==> src/hdl/fsvt_pkg.sv <==
`timescale 1ns / 1ps
// ----------------------------------------------------------------------------
// fsvt_pkg
// Shared types and constants of the frame slot validity tracker.
// ----------------------------------------------------------------------------
package fsvt_pkg;

   localparam int MAX_SLOTS = 64;
   localparam int SLOT_AW   = $clog2(MAX_SLOTS);
   localparam int CNT_W     = 7;
   localparam int ID_W      = 32;
   localparam int IDX_W     = 16;

   typedef enum logic [1:0] {
      CMD_WRITE      = 2'd0,
      CMD_ANALYSE    = 2'd1,
      CMD_INVALIDATE = 2'd2,
      CMD_QUERY      = 2'd3
   } cmd_type;

   typedef enum logic [1:0] {
      ST_IDLE,
      ST_SCAN_MAX,
      ST_SCAN_MARK,
      ST_REPORT
   } state_type;

   // controller to datapath
   typedef struct packed {
      logic accept;
      logic max_pass;
      logic mark_pass;
      logic restart;
      logic set_current;
      logic rsp_valid;
   } ctl_type;

   // datapath to controller
   typedef struct packed {
      logic pass_done;
   } stat_type;

endpackage

==> src/hdl/fsvt_ctrl.sv <==
`timescale 1ns / 1ps
// ----------------------------------------------------------------------------
// fsvt_ctrl
// Sequencer: takes an item, runs the two slot walks of an analyse, reports.
// ----------------------------------------------------------------------------
module fsvt_ctrl
   import fsvt_pkg::*;
(
   input  logic       clock,
   input  logic       reset,
   input  logic       start,
   input  logic [1:0] command,
   input  stat_type   stat,
   output ctl_type    ctl,
   output logic       busy
);

   state_type state_ff;
   state_type state_in;

   always_ff @(posedge clock) begin
      if (reset) begin
         state_ff <= ST_IDLE;
      end else begin
         state_ff <= state_in;
      end
   end

   always_comb begin
      state_in = state_ff;
      case (state_ff)
         ST_IDLE: begin
            if (start) begin
               state_in = (cmd_type'(command) == CMD_ANALYSE) ? ST_SCAN_MAX : ST_REPORT;
            end
         end
         ST_SCAN_MAX: begin
            if (stat.pass_done) begin
               state_in = ST_SCAN_MARK;
            end
         end
         ST_SCAN_MARK: begin
            if (stat.pass_done) begin
               state_in = ST_REPORT;
            end
         end
         ST_REPORT: begin
            state_in = ST_IDLE;
         end
         default: begin
            state_in = ST_IDLE;
         end
      endcase
   end

   always_comb begin
      ctl  = '0;
      busy = 1'b1;
      case (state_ff)
         ST_IDLE: begin
            busy       = 1'b0;
            ctl.accept = start;
         end
         ST_SCAN_MAX: begin
            ctl.max_pass = 1'b1;
            ctl.restart  = stat.pass_done;
         end
         ST_SCAN_MARK: begin
            ctl.mark_pass   = 1'b1;
            ctl.set_current = stat.pass_done;
         end
         ST_REPORT: begin
            ctl.rsp_valid = 1'b1;
         end
         default: begin
            busy = 1'b1;
         end
      endcase
   end

endmodule

==> src/hdl/fsvt_datapath.sv <==
`timescale 1ns / 1ps
// ----------------------------------------------------------------------------
// fsvt_datapath
// Slot memory, per-slot written and valid bits, analysis registers.
// ----------------------------------------------------------------------------
module fsvt_datapath
   import fsvt_pkg::*;
(
   input  logic             clock,
   input  logic             reset,
   input  ctl_type          ctl,
   output stat_type         stat,
   input  logic [1:0]       command,
   input  logic [IDX_W-1:0] slot_index,
   input  logic [ID_W-1:0]  sample_frame_id,
   input  logic             sample_sync,
   input  logic             csr_write_en,
   input  logic [CNT_W-1:0] csr_write_data,
   output logic             status,
   output logic             slot_is_valid,
   output logic             frame_complete,
   output logic [CNT_W-1:0] valid_count,
   output logic [CNT_W-1:0] frame_size,
   output logic [ID_W-1:0]  frame_number
);

   localparam logic [CNT_W-1:0] MAX_CNT = CNT_W'(MAX_SLOTS);

   // slot word: sync flag above the frame id
   logic [ID_W:0]          mem [MAX_SLOTS];

   logic [MAX_SLOTS-1:0]   mark_ff, mark_in;
   logic [MAX_SLOTS-1:0]   vbits_ff, vbits_in;
   logic [CNT_W-1:0]       count_ff, count_in;
   logic [CNT_W-1:0]       size_ff, size_in;
   logic                   current_ff, current_in;
   logic [ID_W-1:0]        newest_ff, newest_in;
   logic [CNT_W-1:0]       used_ff, used_in;
   logic [CNT_W-1:0]       rd_ptr_ff, rd_ptr_in;
   logic                   rd_vld_ff, rd_vld_in;
   logic [SLOT_AW-1:0]     rd_idx_ff;
   logic [ID_W:0]          rd_data_ff;
   logic                   rd_mark_ff;
   logic [IDX_W-1:0]       idx_ff, idx_in;
   logic                   status_ff, status_in;

   logic                   req_in_range;
   logic                   wr_ok;
   logic                   clear_all;
   logic                   analyse_go;
   logic                   issue;
   logic [ID_W-1:0]        rd_id;
   logic                   rd_sync;
   logic                   hit;
   logic                   idx_in_range;

   assign req_in_range = slot_index < IDX_W'(used_ff);
   assign wr_ok        = ctl.accept && (cmd_type'(command) == CMD_WRITE) && req_in_range;
   assign clear_all    = csr_write_en ||
                         (ctl.accept && (cmd_type'(command) == CMD_INVALIDATE));
   assign analyse_go   = ctl.accept && (cmd_type'(command) == CMD_ANALYSE);
   assign issue        = (ctl.max_pass || ctl.mark_pass) && (rd_ptr_ff < used_ff);

   // never-written slots read as zero
   assign rd_id   = rd_mark_ff ? rd_data_ff[ID_W-1:0] : '0;
   assign rd_sync = rd_mark_ff & rd_data_ff[ID_W];
   assign hit     = ctl.mark_pass && rd_vld_ff && (newest_ff != '0) && (rd_id == newest_ff);

   assign stat.pass_done = (rd_ptr_ff == used_ff) && !rd_vld_ff;

   always_comb begin
      mark_in    = mark_ff;
      vbits_in   = vbits_ff;
      count_in   = count_ff;
      size_in    = size_ff;
      current_in = current_ff;
      newest_in  = newest_ff;
      used_in    = used_ff;
      rd_ptr_in  = rd_ptr_ff;
      rd_vld_in  = issue;
      idx_in     = idx_ff;
      status_in  = status_ff;

      if (clear_all) begin
         mark_in    = '0;
         vbits_in   = '0;
         count_in   = '0;
         size_in    = '0;
         current_in = 1'b0;
      end
      if (csr_write_en) begin
         used_in = (csr_write_data > MAX_CNT) ? MAX_CNT : csr_write_data;
      end
      if (ctl.accept) begin
         idx_in    = slot_index;
         status_in = (cmd_type'(command) == CMD_WRITE) && !req_in_range;
      end
      if (wr_ok) begin
         mark_in[slot_index[SLOT_AW-1:0]] = 1'b1;
         current_in = 1'b0;
      end
      if (analyse_go) begin
         newest_in  = '0;
         count_in   = '0;
         size_in    = '0;
         vbits_in   = '0;
         current_in = 1'b0;
         rd_ptr_in  = '0;
      end
      if (issue) begin
         rd_ptr_in = rd_ptr_ff + CNT_W'(1);
      end
      if (ctl.restart) begin
         rd_ptr_in = '0;
         rd_vld_in = 1'b0;
      end
      if (ctl.max_pass && rd_vld_ff && (rd_id > newest_ff)) begin
         newest_in = rd_id;
      end
      if (hit) begin
         vbits_in[rd_idx_ff] = 1'b1;
         count_in = count_ff + CNT_W'(1);
         size_in  = {1'b0, rd_idx_ff} + (rd_sync ? CNT_W'(1) : CNT_W'(2));
      end
      if (ctl.set_current) begin
         current_in = 1'b1;
      end
   end

   always_ff @(posedge clock) begin
      if (reset) begin
         mark_ff    <= '0;
         vbits_ff   <= '0;
         count_ff   <= '0;
         size_ff    <= '0;
         current_ff <= 1'b0;
         newest_ff  <= '0;
         used_ff    <= '0;
         rd_ptr_ff  <= '0;
         rd_vld_ff  <= 1'b0;
         status_ff  <= 1'b0;
      end else begin
         mark_ff    <= mark_in;
         vbits_ff   <= vbits_in;
         count_ff   <= count_in;
         size_ff    <= size_in;
         current_ff <= current_in;
         newest_ff  <= newest_in;
         used_ff    <= used_in;
         rd_ptr_ff  <= rd_ptr_in;
         rd_vld_ff  <= rd_vld_in;
         status_ff  <= status_in;
      end
   end

   always_ff @(posedge clock) begin
      idx_ff <= idx_in;
   end

   // slot memory: one write port, one registered read port
   always_ff @(posedge clock) begin
      if (wr_ok) begin
         mem[slot_index[SLOT_AW-1:0]] <= {sample_sync, sample_frame_id};
      end
      rd_data_ff <= mem[rd_ptr_ff[SLOT_AW-1:0]];
      rd_mark_ff <= mark_ff[rd_ptr_ff[SLOT_AW-1:0]];
      rd_idx_ff  <= rd_ptr_ff[SLOT_AW-1:0];
   end

   assign idx_in_range   = idx_ff < IDX_W'(used_ff);
   assign status         = status_ff;
   assign slot_is_valid  = current_ff && idx_in_range && vbits_ff[idx_ff[SLOT_AW-1:0]];
   assign frame_complete = (used_ff != '0) && current_ff && (size_ff == count_ff);
   assign valid_count    = current_ff ? count_ff : '0;
   assign frame_size     = current_ff ? size_ff : '0;
   assign frame_number   = newest_ff;

endmodule

==> src/hdl/frame_slot_validity_tracker.sv <==
`timescale 1ns / 1ps
// ----------------------------------------------------------------------------
// frame_slot_validity_tracker
// Tracks frame id and sync flag per sample slot and reports frame validity.
// ----------------------------------------------------------------------------
// An item is taken when start is high and busy is low; its one result shows
// for a single cycle with rsp_strobe and cannot be held off by the receiver.
// Write, invalidate and query go from accept to the report state and then back
// to idle. Analyse walks the slot memory twice, once for the largest frame id
// and once to mark and count the matching slots, at one read per cycle on the
// memory's single read port. With no slots in use, neither walk reads a slot.
// Writing the slot count clears all slot state in that same cycle.
// ----------------------------------------------------------------------------
module frame_slot_validity_tracker
   import fsvt_pkg::*;
(
   input  logic             clock,
   input  logic             reset,
   input  logic             start,
   output logic             busy,
   input  logic [1:0]       req_command,
   input  logic [IDX_W-1:0] req_slot_index,
   input  logic [ID_W-1:0]  req_sample_frame_id,
   input  logic             req_sample_sync,
   input  logic             csr_write_en,
   input  logic [CNT_W-1:0] csr_write_data,
   output logic             rsp_strobe,
   output logic             rsp_status,
   output logic             rsp_slot_is_valid,
   output logic             rsp_frame_complete,
   output logic [CNT_W-1:0] rsp_valid_count,
   output logic [CNT_W-1:0] rsp_frame_size,
   output logic [ID_W-1:0]  rsp_frame_number
);

   ctl_type  ctl;
   stat_type stat;

   fsvt_ctrl u_ctrl (
      .clock   (clock),
      .reset   (reset),
      .start   (start),
      .command (req_command),
      .stat    (stat),
      .ctl     (ctl),
      .busy    (busy)
   );

   fsvt_datapath u_datapath (
      .clock           (clock),
      .reset           (reset),
      .ctl             (ctl),
      .stat            (stat),
      .command         (req_command),
      .slot_index      (req_slot_index),
      .sample_frame_id (req_sample_frame_id),
      .sample_sync     (req_sample_sync),
      .csr_write_en    (csr_write_en),
      .csr_write_data  (csr_write_data),
      .status          (rsp_status),
      .slot_is_valid   (rsp_slot_is_valid),
      .frame_complete  (rsp_frame_complete),
      .valid_count     (rsp_valid_count),
      .frame_size      (rsp_frame_size),
      .frame_number    (rsp_frame_number)
   );

   assign rsp_strobe = ctl.rsp_valid;

endmodule

==> config.mk <==
export PLATFORM = sky130hd
export DESIGN_NAME = frame_slot_validity_tracker
export DESIGN_NICKNAME = d
export VERILOG_FILES = /design/src/hdl/fsvt_pkg.sv /design/src/hdl/fsvt_ctrl.sv /design/src/hdl/fsvt_datapath.sv /design/src/hdl/frame_slot_validity_tracker.sv
export SDC_FILE = /design/constraint.sdc
export NUM_CORES = 2
export LEC_CHECK = 0
export BUFFER_PORTS_ARGS = -buffer_cell sky130_fd_sc_hd__buf_2
export CAP_MARGIN = 5
export CORE_MARGIN = 4
export CORE_UTILIZATION = 35
export DETAILED_ROUTE_END_ITERATION = 8
export HOLD_SLACK_MARGIN = 0.1
export PLACE_DENSITY = 0.56
export SYNTH_ARGS = -nofsm -noshare
export SYNTH_HDL_FRONTEND = slang
export SYNTH_HIERARCHICAL = 1
export SYNTH_SLANG_ARGS = --single-unit
==> constraint.sdc <==
create_clock -name clock -period 10 [get_ports clock]
set_input_delay 2 -clock clock [delete_from_list [all_inputs] [get_ports clock]]
set_output_delay 2 -clock clock [all_outputs]
set_load 0.02 [all_outputs]
==> flow_summary.toml <==
[sta]
slew_viol_final = 0
rsz0062_at_grt = "no"
setup_viol = 0
worst_pin_slew_ns = 1.26
period_needed_ns = 5.97
maxSlewHeadroom = 0.156
max_freq_mhz = 168
finClkSkew_ns = 0.0692
final-hold-violation-count = 0
finalCritPeriodShare = 0.597
whs_ns = 0.447
finalSetupTns_ns = 0

[critical_path]
path_max_fanout = 17
worst_path_largest_cell_delay_ns = 1.08
worstPathArrival_ns = 3.97
rrSetupSlack_ns = 4.89
crit_family = "multiplexers"
start_kind = "register"
cp.required_ns = 8.00
cpMaxStageDelayCell = "edfxtp_1"
worstSetupEndpointType = "output pin"
critPathKind = "reg2out"
path_common_cell = "mux4_2"
crit_chain = "mux4_2 -> mux4_2 -> mux2_2 -> a21oi_1 -> a311oi_1 -> buf_2"
path_buf_inv = 1

[synthesis]
yosys.area_share.xor_xnor = 0.00124
synth-async-reset-ratio = 0
synth_area_leader_cell = "edfxtp_1"
ys_ff_latch = 2361
synth_edf_count = 2128
synthesis.nets = 4408
syn_inst = 4284
yosys_warnings = 6
synth_cell_types = 56
synth-simple-area-share = 0.0276
synth-main-ff-cell = "edfxtp_1"
synth_area_leaders = "edfxtp_1, mux4_2, dfxtp_1, ha_1, clkbuf_1"
yosys.area.top_type_share = 0.697
syn_area_mm2 = 0.0916
muxShareOfSynthArea = 0.181
synth-compound-area-share = 0.0185
seq_area_frac_synth = 0.748
syn_avg_cell_area_um2 = 21.4
synth_top_family_by_area = "multiplexers"
synthAdderAreaFrac = 0.00855

[detailed_routing]
ant_nets = 0
drt-pass1-iter-count = 6
wirelength_mm = 250
routed_via_density = 5.47
vias = 44937
wl_per_cell_um = 30.5
drtIter0Drc = 5582
drc = 0

[floorplanning]
row_count = 187
dieHeight_um = 520
num_io_pins = 113
core_area_mm2 = 0.260
dieArea_mm2 = 0.270
die_x_um = 520
start_util = 0.352

[cts]
cts_tree = "built"
cts.sinks = 2361
cts_buffers = 274
clk_path_buf_depth = 4
clk_latency_ns = 0.92
hold_buffers = 0
htreeDepth = 5
clockRootBuffer = "clkbuf_16"
clk_pin_slew_worst_paths_ns = 0.06
postCtsResizedCells = 0
cts_setup_buffers = 0

[grt]
grt_pass1_wl_mm = 351
antenna_found_initial = 42
grt_start_max_net_pins = 122
grt_overflow_total = 0
grt_usage = 0.183
grt_pass1_vias = 44452

[power_and_ir_drop]
ir_drop_v = 0.000132
p_leak_nw = 31.7
power_density_mw_per_mm2 = 225
power_w = 0.0237

[layout]
stdcell_area_mm2 = 0.105
area_growth_pct = 15.0
nFillCells = 22698
register_area_mm2 = 0.0686
multi_input_area_mm2 = 0.0223
final_layout_size_suffix_gt1_frac = 0.301
postLayoutCoreUtil = 0.405
layout.nets = 4644

[placed_design]
routabilityCongestion = 0.792
dpl_cell_area_mm2 = 0.0969
hpwl_mm = 148
io_buffers = 112

[run_status]
run_status = "complete, no violations"

[run]
drv_cap = 0

[min_path]
holdCritPathClass = "reg2reg"
-- power by group --
part / internal, W / switching, W / total, W / leakage [nW]
combinational: 0.00143 / 0.00184 / 0.00327 / 6.60
clock: 0.00569 / 0.00383 / 0.00952 / 4.12
sequential: 0.0108 / 0.0000923 / 0.0109 / 21.0
-- placed cells by master (no fill, tap or decap), drive strengths merged, types with 12 or more instances in the layout --
master  instances
edfxtp       2128
mux4          727
clkbuf        340
dfxtp         233
buf           214
nor2          139
nand2         138
a21oi          96
o21ai          85
clkinv         81
ha             61
inv            58
and2           52
nand3          50
o311ai         32
a22oi          32
nand2b         26
bufinv         21
nand4          21
diode          18
nor2b          16
nor4           13
nor3           12
mux2           12
-- routing by layer --
layer,routed length [um],GRT usage,share of wire,up-vias
li1,-,-,-,18383
met1,107000,0.262,0.43,24390
met2,113000,0.269,0.45,1830
met3,25400,0.0602,0.10,324
met4,5750,0.0498,0.023,10
met5,59,0,0.00024,-
-- cell families (layout without fill, tap and decap cells) --
family / count (synthesis) / after routing
flops: 2361 / 2361
buf+inv: 303 / 722
simple gates: 518 / 518
mux: 749 / 749
other cells: 0 / 18
xor+xnor: 13 / 13
compound gates: 278 / 278
fa+ha+maj: 62 / 62
-- worst paths after layout --
| check | start | to | depth (start not counted) |
|---|---|---|---|
| setup reg to reg | u_ctrl/state_ff[0]$_SDFFE_PP0P_ | u_datapath/mem[47][0]$_DFFE_PP_ | 9 |
| hold / removal | u_datapath/mark_ff[43]$_SDFF_PP0_ | u_datapath/mark_ff[43]$_SDFF_PP0_ | 2 |
| setup / recovery | u_datapath/idx_ff[0]$_DFFE_PP_ | rsp_slot_is_valid | 6 |
| hold reg to reg | u_datapath/mark_ff[43]$_SDFF_PP0_ | u_datapath/mark_ff[43]$_SDFF_PP0_ | 2 |
-- registers in the layout, summed over array words and instances (netlist names), 2 cells and up --
register,cells
u_datapath/mem,2112
u_datapath/mark_ff,64
u_datapath/vbits_ff,64
u_datapath/rd_data_ff,33
u_datapath/frame_number,32
u_datapath/idx_ff,16
u_datapath/count_ff,7
u_datapath/rd_ptr_ff,7
u_datapath/size_ff,7
u_datapath/used_ff,7
u_datapath/rd_idx_ff,6
u_ctrl/state_ff,2
-- per-stage QoR --
step                      instances  worst slack [ns]
after floorplan                4284              4.53
after global placement         7740              3.70
after detailed placement       7740              3.67
after CTS                      8199              3.82
after global routing           8200              3.73
final                          8217              4.03
-- synth_stat cells, types with 3 or more instances --
| library cell | number |
|---|---|
| edfxtp_1 | 2128 |
| o22ai_1 | 5 |
| clkbuf_1 | 143 |
| xnor2_1 | 10 |
| nand4b_1 | 3 |
| nor4bb_1 | 3 |
| mux2i_1 | 10 |
| mux4_2 | 727 |
| nor2_1 | 139 |
| buf_2 | 40 |
| and2_1 | 51 |
| a311oi_1 | 3 |
| nor3_1 | 12 |
| buf_4 | 24 |
| nand4_1 | 21 |
| nor4_1 | 13 |
| nand2_1 | 138 |
| or4_1 | 3 |
| buf_6 | 5 |
| a21o_1 | 8 |
| nand3_1 | 50 |
| ha_1 | 61 |
| or2_2 | 11 |
| nand3b_1 | 11 |
| and3_1 | 7 |
| o311ai_0 | 32 |
| nor3b_1 | 4 |
| and4_1 | 4 |
| nor2b_1 | 16 |
| a22oi_1 | 32 |
| buf_1 | 42 |
| o21ai_0 | 84 |
| xor2_1 | 3 |
| a221o_1 | 3 |
| mux2_2 | 11 |
| inv_1 | 49 |
| a21oi_1 | 96 |
| nand2b_1 | 25 |
| dfxtp_1 | 233 |
-- final cells by class --
class,instances,share of cell area
sequential,2361,0.651
multi-input combinational,1620,0.212
clock buffer,340,0.0692
tap,3496,0.0415
timing repair buffer,214,0.0140
clock inverter,119,0.0108
inverter,49,0.00175
antenna,18,0.000427
-- worst reg2reg max path, cell delays in order, from the launching register on --
cell	delay, ns
dfxtp_1	0.34
inv_1	0.15
ha_1	0.22
and2_1	0.14
buf_4	0.33
nor3b_1	0.71
o311ai_0	0.50
nor2_1	0.45
nand2_1	0.71
nor2_4	1.14
(Power assumes the default switching activity.)
